==> src/sv/wmm_pkg.sv <==
package wmm_pkg;

    // Default geometry of the sample window.
    localparam int WINDOW_DEF      = 80;
    localparam int SAMPLE_BITS_DEF = 16;

    // Configuration register widths and reset values.
    localparam int SPAN_CFG_W    = 16;
    localparam int PCT_W         = 7;
    localparam int SPAN_RESET    = 20;
    localparam int PERCENT_RESET = 10;

    // Configuration port.
    localparam int CFG_IDX_W  = 1;
    localparam int CFG_DATA_W = 16;
    localparam logic [CFG_IDX_W-1:0] CFG_MIN_SPAN   = 1'b0;
    localparam logic [CFG_IDX_W-1:0] CFG_MARGIN_PCT = 1'b1;

    // Margin is a percentage: the product is divided by this constant.
    localparam int PERCENT_DIV = 100;

    // Width of the reported bounds.
    localparam int OUT_BITS = 18;

endpackage

==> src/sv/window_min_max_autoscale_unit.sv <==
// Sliding-window minimum/maximum with a widened display range.
// Input channel: one signed sample per beat (i_sample_valid / o_sample_ready).
// Output channel: one result per input beat (o_res_valid / i_res_ready)
// carrying o_range_valid, o_range_low and o_range_high.
// Configuration: i_cfg_we writes i_cfg_data into register i_cfg_idx
// (0 = minimum span, 1 = margin percent); write only while the block is idle.
// Each sample is written into a ring memory, then every held entry is read
// back through the single read port, one per cycle, to find the minimum and
// maximum. The margin is span times percent, divided by 100 with a shift and
// a reciprocal multiply. A result passes through the read-back of the held
// samples (up to WINDOW), the span, the product, the division and the output
// register. With fewer than two samples held the sequencer goes straight
// from the write to the output step. One sample is in work at a time; the
// next is taken in the cycle after the result is loaded, even while the
// receiver stalls it there.
// Reset clears the sample count, the write slot and the output valid flag; the
// ring itself is not cleared since only written entries are read.
module window_min_max_autoscale_unit import wmm_pkg::*; #(
    parameter int WINDOW      = WINDOW_DEF,
    parameter int SAMPLE_BITS = SAMPLE_BITS_DEF
) (
    input  logic                          i_clk,
    input  logic                          i_rst_n,
    input  logic                          i_cfg_we,
    input  logic [CFG_IDX_W-1:0]          i_cfg_idx,
    input  logic [CFG_DATA_W-1:0]         i_cfg_data,
    input  logic                          i_sample_valid,
    output logic                          o_sample_ready,
    input  logic signed [SAMPLE_BITS-1:0] i_sample,
    output logic                          o_res_valid,
    input  logic                          i_res_ready,
    output logic                          o_range_valid,
    output logic signed [OUT_BITS-1:0]    o_range_low,
    output logic signed [OUT_BITS-1:0]    o_range_high
);

    localparam int ADDR_W = $clog2(WINDOW);
    localparam int CNT_W  = $clog2(WINDOW + 1);
    localparam int SPAN_W = (SAMPLE_BITS > SPAN_CFG_W) ? SAMPLE_BITS : SPAN_CFG_W;
    localparam int PROD_W = SPAN_W + PCT_W;
    localparam int BW     = ((SAMPLE_BITS > PROD_W) ? SAMPLE_BITS : PROD_W) + 2;

    localparam logic signed [BW-1:0] L_OUT_MAX = BW'(2 ** (OUT_BITS - 1) - 1);
    localparam logic signed [BW-1:0] L_OUT_MIN = BW'(-(2 ** (OUT_BITS - 1)));

    localparam logic [2:0] S_IDLE = 3'd0;
    localparam logic [2:0] S_SCAN = 3'd1;
    localparam logic [2:0] S_SPAN = 3'd2;
    localparam logic [2:0] S_MUL  = 3'd3;
    localparam logic [2:0] S_DIV  = 3'd4;
    localparam logic [2:0] S_OUT  = 3'd5;

    logic [2:0]                    r_state, n_state;
    logic [ADDR_W-1:0]             r_wslot;
    logic [CNT_W-1:0]              r_held;
    logic [CNT_W-1:0]              r_idx;
    logic                          r_rd_pend;
    logic                          r_first;
    logic                          r_ok;
    logic signed [SAMPLE_BITS-1:0] r_min;
    logic signed [SAMPLE_BITS-1:0] r_max;
    logic [SPAN_W-1:0]             r_span;
    logic [SPAN_CFG_W-1:0]         r_min_span;
    logic [PCT_W-1:0]              r_pct;
    logic                          r_res_valid;
    logic                          r_range_valid;
    logic signed [OUT_BITS-1:0]    r_range_low;
    logic signed [OUT_BITS-1:0]    r_range_high;

    logic                          accept;
    logic                          rd_en;
    logic                          out_free;
    logic [CNT_W-1:0]              n_held;
    logic [ADDR_W-1:0]             n_wslot;
    logic [SAMPLE_BITS-1:0]        ram_rd;
    logic signed [SAMPLE_BITS-1:0] rd_sample;
    logic [SPAN_W-1:0]             diff;
    logic                          div_start;
    logic                          div_done;
    logic [PROD_W-1:0]             dividend;
    logic [PROD_W-1:0]             quot;
    logic signed [BW-1:0]          low_w;
    logic signed [BW-1:0]          high_w;
    logic signed [BW-1:0]          low_c;
    logic signed [BW-1:0]          high_c;

    // Handshake and bookkeeping for the ring.
    always_comb begin
        accept   = i_sample_valid && (r_state == S_IDLE);
        rd_en    = (r_state == S_SCAN) && (r_idx < r_held);
        out_free = !r_res_valid || i_res_ready;
        n_held   = (r_held < CNT_W'(WINDOW)) ? r_held + 1'b1 : r_held;
        n_wslot  = (r_wslot == ADDR_W'(WINDOW - 1)) ? '0 : r_wslot + 1'b1;
    end

    assign o_sample_ready = (r_state == S_IDLE);

    // Sequencer: write, scan, span, multiply, divide, output; or write, output.
    always_comb begin
        n_state = r_state;
        case (r_state)
            S_IDLE: begin
                if (accept) begin
                    n_state = (n_held < CNT_W'(2)) ? S_OUT : S_SCAN;
                end
            end
            S_SCAN: begin
                if (!rd_en && !r_rd_pend) begin
                    n_state = S_SPAN;
                end
            end
            S_SPAN:  n_state = S_MUL;
            S_MUL:   n_state = S_DIV;
            S_DIV: begin
                if (div_done) begin
                    n_state = S_OUT;
                end
            end
            S_OUT: begin
                if (out_free) begin
                    n_state = S_IDLE;
                end
            end
            default: n_state = S_IDLE;
        endcase
    end

    // Control registers.
    always_ff @(posedge i_clk) begin
        if (!i_rst_n) begin
            r_state   <= S_IDLE;
            r_wslot   <= '0;
            r_held    <= '0;
            r_idx     <= '0;
            r_rd_pend <= 1'b0;
        end else begin
            r_state   <= n_state;
            r_rd_pend <= rd_en;
            if (accept) begin
                r_wslot <= n_wslot;
                r_held  <= n_held;
                r_idx   <= '0;
            end else if (rd_en) begin
                r_idx <= r_idx + 1'b1;
            end
        end
    end

    // Configuration registers.
    always_ff @(posedge i_clk) begin
        if (!i_rst_n) begin
            r_min_span <= SPAN_CFG_W'(SPAN_RESET);
            r_pct      <= PCT_W'(PERCENT_RESET);
        end else if (i_cfg_we) begin
            case (i_cfg_idx)
                CFG_MIN_SPAN:   r_min_span <= i_cfg_data[SPAN_CFG_W-1:0];
                CFG_MARGIN_PCT: r_pct      <= i_cfg_data[PCT_W-1:0];
                default:        r_pct      <= r_pct;
            endcase
        end
    end

    // Sample ring.
    wmm_ring #(
        .DEPTH  (WINDOW),
        .DATA_W (SAMPLE_BITS),
        .ADDR_W (ADDR_W)
    ) u_ring (
        .i_clk     (i_clk),
        .i_wr_en   (accept),
        .i_wr_addr (r_wslot),
        .i_wr_data (i_sample),
        .i_rd_en   (rd_en),
        .i_rd_addr (r_idx[ADDR_W-1:0]),
        .o_rd_data (ram_rd)
    );

    assign rd_sample = signed'(ram_rd);

    // Running minimum and maximum over the read-back entries.
    always_ff @(posedge i_clk) begin
        if (accept) begin
            r_first <= 1'b1;
            r_ok    <= (n_held >= CNT_W'(2));
        end else if (r_rd_pend) begin
            r_first <= 1'b0;
            if (r_first || (rd_sample < r_min)) begin
                r_min <= rd_sample;
            end
            if (r_first || (rd_sample > r_max)) begin
                r_max <= rd_sample;
            end
        end
    end

    // Span, forced up to the configured minimum span.
    assign diff = SPAN_W'(unsigned'(r_max - r_min));

    always_ff @(posedge i_clk) begin
        if (r_state == S_SPAN) begin
            r_span <= (diff < SPAN_W'(r_min_span)) ? SPAN_W'(r_min_span) : diff;
        end
    end

    // The product is registered inside the divider as it starts.
    assign div_start = (r_state == S_MUL);
    assign dividend  = PROD_W'(r_span) * PROD_W'(r_pct);

    wmm_div #(
        .DIVIDEND_W (PROD_W)
    ) u_div (
        .i_clk      (i_clk),
        .i_rst_n    (i_rst_n),
        .i_start    (div_start),
        .i_dividend (dividend),
        .o_done     (div_done),
        .o_quotient (quot)
    );

    // Widened bounds, saturated to the output width.
    always_comb begin
        low_w  = BW'(r_min) - $signed(BW'(quot));
        high_w = BW'(r_max) + $signed(BW'(quot));
        low_c  = (low_w > L_OUT_MAX) ? L_OUT_MAX :
                 (low_w < L_OUT_MIN) ? L_OUT_MIN : low_w;
        high_c = (high_w > L_OUT_MAX) ? L_OUT_MAX :
                 (high_w < L_OUT_MIN) ? L_OUT_MIN : high_w;
    end

    // Output register; it holds its beat while the receiver stalls.
    always_ff @(posedge i_clk) begin
        if (!i_rst_n) begin
            r_res_valid <= 1'b0;
        end else if ((r_state == S_OUT) && out_free) begin
            r_res_valid <= 1'b1;
        end else if (i_res_ready) begin
            r_res_valid <= 1'b0;
        end
    end

    always_ff @(posedge i_clk) begin
        if ((r_state == S_OUT) && out_free) begin
            r_range_valid <= r_ok;
            r_range_low   <= r_ok ? low_c[OUT_BITS-1:0] : '0;
            r_range_high  <= r_ok ? high_c[OUT_BITS-1:0] : '0;
        end
    end

    assign o_res_valid   = r_res_valid;
    assign o_range_valid = r_range_valid;
    assign o_range_low   = r_range_low;
    assign o_range_high  = r_range_high;

    // The fill count saturates at the window and the write slot wraps inside it.
    a_ring_bounds: assert property (@(posedge i_clk) disable iff (!i_rst_n)
        (r_held <= CNT_W'(WINDOW)) && (r_wslot <= ADDR_W'(WINDOW - 1)))
        else $error("ring count or write slot out of range");

    // A valid range never has its low bound above its high bound.
    a_bounds_ordered: assert property (@(posedge i_clk) disable iff (!i_rst_n)
        (o_res_valid && o_range_valid) |-> (o_range_low <= o_range_high))
        else $error("range low bound above high bound");

    // The divider only finishes while the sequencer waits for it.
    a_div_in_step: assert property (@(posedge i_clk) disable iff (!i_rst_n)
        div_done |-> (r_state == S_DIV))
        else $error("divider finished outside its step");

endmodule

==> src/sv/wmm_ring.sv <==
module wmm_ring import wmm_pkg::*; #(
    parameter int DEPTH  = WINDOW_DEF,
    parameter int DATA_W = SAMPLE_BITS_DEF,
    parameter int ADDR_W = $clog2(WINDOW_DEF)
) (
    input  logic              i_clk,
    input  logic              i_wr_en,
    input  logic [ADDR_W-1:0] i_wr_addr,
    input  logic [DATA_W-1:0] i_wr_data,
    input  logic              i_rd_en,
    input  logic [ADDR_W-1:0] i_rd_addr,
    output logic [DATA_W-1:0] o_rd_data
);

    logic [DATA_W-1:0] r_mem [DEPTH];
    logic [DATA_W-1:0] r_rd_data;

    // Single write port, single read port with registered read data.
    always_ff @(posedge i_clk) begin
        if (i_wr_en) begin
            r_mem[i_wr_addr] <= i_wr_data;
        end
        if (i_rd_en) begin
            r_rd_data <= r_mem[i_rd_addr];
        end
    end

    assign o_rd_data = r_rd_data;

endmodule

==> src/sv/wmm_div.sv <==
module wmm_div import wmm_pkg::*; #(
    parameter int DIVIDEND_W = SPAN_CFG_W + PCT_W
) (
    input  logic                  i_clk,
    input  logic                  i_rst_n,
    input  logic                  i_start,
    input  logic [DIVIDEND_W-1:0] i_dividend,
    output logic                  o_done,
    output logic [DIVIDEND_W-1:0] o_quotient
);

    // Division by 100 is a shift by two followed by division by 25. The odd
    // part uses a reciprocal rounded up with SH fraction bits; with 2**5 >= 25
    // the result is exact for every shifted dividend of X_W bits, and since 25
    // is above 16 the reciprocal fits in SH - 4 bits.
    localparam int QUARTER = PERCENT_DIV / 4;
    localparam int X_W     = DIVIDEND_W - 2;
    localparam int SH      = X_W + 5;
    localparam int M_W     = SH - 4;
    localparam int P_W     = X_W + M_W;
    localparam logic [63:0]    L_RECIP_W = ((64'd1 << SH) + 64'(QUARTER - 1)) / 64'(QUARTER);
    localparam logic [M_W-1:0] L_RECIP   = M_W'(L_RECIP_W);

    logic                  r_busy;
    logic                  r_done;
    logic [X_W-1:0]        r_x;
    logic [DIVIDEND_W-1:0] r_q;

    logic [P_W-1:0]        prod;

    // Reciprocal product of the shifted dividend.
    assign prod = P_W'(r_x) * P_W'(L_RECIP);

    // Control: a start loads the dividend, the next cycle forms the quotient.
    always_ff @(posedge i_clk) begin
        if (!i_rst_n) begin
            r_busy <= 1'b0;
            r_done <= 1'b0;
        end else begin
            r_done <= 1'b0;
            if (i_start) begin
                r_busy <= 1'b1;
            end else if (r_busy) begin
                r_busy <= 1'b0;
                r_done <= 1'b1;
            end
        end
    end

    // Datapath: drop the factor of four, then keep the integer part of the product.
    always_ff @(posedge i_clk) begin
        if (i_start) begin
            r_x <= i_dividend[DIVIDEND_W-1:2];
        end
        if (r_busy) begin
            r_q <= DIVIDEND_W'(prod[P_W-1:SH]);
        end
    end

    assign o_done     = r_done;
    assign o_quotient = r_q;

    // A new division only starts once the previous one has finished.
    a_start_idle: assert property (@(posedge i_clk) disable iff (!i_rst_n)
        i_start |-> !r_busy)
        else $error("divider started while busy");

endmodule
==> config.mk <==
export PLATFORM = sky130hd
export DESIGN_NAME = window_min_max_autoscale_unit
export DESIGN_NICKNAME = d
export VERILOG_FILES = /design/src/sv/wmm_pkg.sv /design/src/sv/window_min_max_autoscale_unit.sv /design/src/sv/wmm_ring.sv /design/src/sv/wmm_div.sv
export SDC_FILE = /design/constraint.sdc
export NUM_CORES = 2
export LEC_CHECK = 0
export BUFFER_PORTS_ARGS = -buffer_cell sky130_fd_sc_hd__buf_4
export CORE_ASPECT_RATIO = 1.75
export CORE_MARGIN = 3
export CORE_UTILIZATION = 35
export CTS_CLUSTER_DIAMETER = 150
export CTS_CLUSTER_SIZE = 8
export DETAILED_ROUTE_END_ITERATION = 10
export GPL_ROUTABILITY_DRIVEN = 0
export GPL_TIMING_DRIVEN = 0
export HOLD_SLACK_MARGIN = 0.15
export PLACE_DENSITY = 0.6
export SLEW_MARGIN = 20
export SYNTH_ARGS = -nofsm -noshare
export SYNTH_HDL_FRONTEND = slang
export SYNTH_SLANG_ARGS = --single-unit
export TNS_END_PERCENT = 100
==> constraint.sdc <==
create_clock -name i_clk -period 11.1 [get_ports i_clk]
set_input_delay 2.22 -clock i_clk [delete_from_list [all_inputs] [get_ports i_clk]]
set_output_delay 2.22 -clock i_clk [all_outputs]
set_load 0.01 [all_outputs]
==> results.yml <==
final_layout:
  drive_gt1_frac: 0.210
  finalNetCount: 5008
  final_core_util: 0.406
  area_delta_synth_final_pct: 15.1
detailed_routing:
  drtAntennaViolNets: 0
  first_pass_iters: 6
  drc_errors: 0
  routed_wire_length_per_instance_um: 26.7
  drt_iter0_drc: 3062
  vias_per_cell: 5.25
  wirelength_um: 189000
  dr_total_vias: 37200
clock_tree:
  cts_resized: 0
  clkLatencyLatePin_ps: 810
  clock_path_buffers: 3
  cts_buffers: 202
  cts_hold_buf: 0
  cts_setup_buffers: 0
  htreeDepth: 4
  tritoncts: "built"
  cts_root_buffer: "clkbuf_16"
  clock-sinks: 1472
  path_clk_slew_ps: 50
synth:
  syn_area_mm2: 0.0700
  synth-edff-count: 1420
  synth_cell_types: 67
  ys_ff_latch: 1472
  yosysMostFrequentCell: "edfxtp_1"
  synth_seq_area_share: 0.624
  synth_async_sr_flop_share: 0
  ys_top_cells_by_count: "edfxtp_1 (1420), mux4_2 (403), inv_1 (373)"
  synth_top_cell_by_area: "edfxtp_1"
  syn_nets: 4671
  synth_warnings: 0
  ys.flop_type: "edfxtp_1"
  synth_area_leaders: "edfxtp_1 (61%), mux4_2 (13%), fa_1 (6.5%)"
  synth_cells: 4054
  synth_area_per_cell_um2: 17.3
  synth_top_cell_area_share: 0.609
sta:
  drv_slew: 0
  finClkSkew_ps: 42.0
  hold_viol: 0
  finalCriticalPeriod_ps: 7660
  fin_crit_sh: 0.690
  relSlewSlack: 0.197
  worst_slew_pin_slew_ps: 1200
  setup_tns_ps: 0
  setup_viol: 0
  rsz0062_at_grt: "no"
  max_freq_ghz: 0.131
placement:
  port-buffer-count: 74
  dp_hpwl_um: 137000
die:
  die_area_mm2: 0.206
  core_area_mm2: 0.198
  initial_utilization: 0.353
  rows: 216
  die_h_um: 597
  ios: 77
  die_w_um: 344
grt:
  grt_usage: 0.184
  antenna_found_initial: 3
  grt_pass1_vias: 39700
  grt_pass1_wl_um: 272000
  grt_max_degree: 81
  gr-total-overflow: 0
power_and_ir_drop:
  p_leak_nw: 27.7
  power_density_mw_per_mm2: 235
  ir_worst_vdd_mv: 0.312
worst_setup_path:
  crit_path_cell_trace: "inv_1 > fa_1 > fa_1 > fa_1 > fa_1 > fa_1 > inv_1 > fa_1 > inv_1 > fa_1 > inv_1 > ha_1 > nand4_1 > a211oi_1 > or3b_2 > nand4_1 > a211oi_1 > or3_4 > a31oi_4 > xnor2_1"
  path_class: "reg2reg"
  cp-end-kind: "flop"
  crit_path_max_incr_delay_ps: 710
  slowest_stage: "a211oi_1"
  required_ps: 11610
  cp_common_cell: "fa_1"
  arrival_ps: 8170
  path_max_fanout: 7
  crit_path_start_kind: "flop"
flow_run:
  cap_violations: 0
status:
  status: "finished, final reports clean"
hold_path:
  hp-class: "reg2reg"
## path summary, 6_finish.rpt
path / startpoint / to / slack (ps) / depth (start not counted)
worst max register to register: u_div.r_x[4] / u_div.o_quotient[16] / 3440 / 20
worst min-delay path: r_min_span[12] / r_min_span[12] / 490 / 2
worst max-delay path: u_div.r_x[4] / u_div.o_quotient[16] / 3440 / 20
worst min register to register: r_min_span[12] / r_min_span[12] / 490 / 2
## registers in the layout, summed over array words and instances, names as in the netlist, 3 cells and up
| name | count |
|---|---|
| r_state | 3 |
| r_min_span | 16 |
| o_range_low | 18 |
| r_wslot | 7 |
| r_max | 16 |
| r_min | 16 |
| u_ring.r_mem | 1280 |
| u_div.r_x | 21 |
| r_idx | 7 |
| r_held | 7 |
| r_pct | 7 |
| u_ring.o_rd_data | 16 |
| r_span | 16 |
| o_range_high | 18 |
| u_div.o_quotient | 17 |
## cell families after synthesis
family	count (synthesis)	share of synthesized area
muxes	439	0.135
buffers and inverters	517	0.0286
DFF	1472	0.624
and+or+nand+nor	608	0.0403
AOI/OAI and AO/OA	351	0.0324
xor gates and xnor gates	88	0.0110
adders and majority gates	579	0.128
## final cells by class
type,count,area (um2)
timing repair buffer,133,1300
multi-input combinational,2065,24700
fill,17900,118000
sequential,1472,43700
inverter,375,1410
buffer,142,599
clock inverter,16,334
clock buffer,255,5280
tap,2616,3270
antenna,3,7.51
## through the flow
| stage | hold slack (ps) | area (um2) | std cells | total power [mW] | setup WS, ps |
|---|---|---|---|---|---|
| floorplan | 443 | 70000 | 4054 | 11.4 | 4700 |
| detailed placement | 480 | 74900 | 6803 | 13.5 | 3380 |
| global route | 533 | 80500 | 7075 | 20.1 | 3280 |
| CTS | 487 | 80500 | 7074 | 19.1 | 3350 |
| global placement | 477 | 73800 | 6744 | 13.4 | 3380 |
| finish | 488 | 80500 | 7077 | 18.9 | 3440 |
## layer usage
metal	up-vias	wire (um)	track usage
li1	16100	-	-
met1	19600	62200	0.188
met2	1095	106000	0.352
met3	365	8160	0.0275
met4	2	12100	0.106
met5	-	20	0
## cell usage in the layout (no fill, tap or decap), types with 36 or more instances in the layout
master and instances:
inv_1 373, a21oi_1 84, clkbuf_16 203, a21o_1 48, nand2_1 222, buf_4 79, dfxtp_1 52, nor2_2 53
buf_2 41, xnor2_1 58, and2_1 45, fa_1 228, edfxtp_1 1420, nand3_1 64, o21ai_0 87, buf_6 36
clkbuf_1 137, mux4_2 403, ha_1 351, nor2_1 69
## report_power, final
group | switching [mW] | internal (mW)
logic | 3.84 | 2.94
clock network | 2.29 | 3.29
registers | 0.113 | 6.45
total | 6.24 | 12.7
## critical path: cells and delay by family, from the launching register on
| kind | cells | cell delay, ps |
|---|---|---|
| adders and majority gates | 8 | 3970 |
| DFF | 1 | 670 |
| and+or+nand+nor | 4 | 950 |
| xor gates and xnor gates | 1 | 150 |
| AOI/OAI and AO/OA | 3 | 1320 |
| buffers and inverters | 4 | 340 |
(Power assumes the default switching activity.)
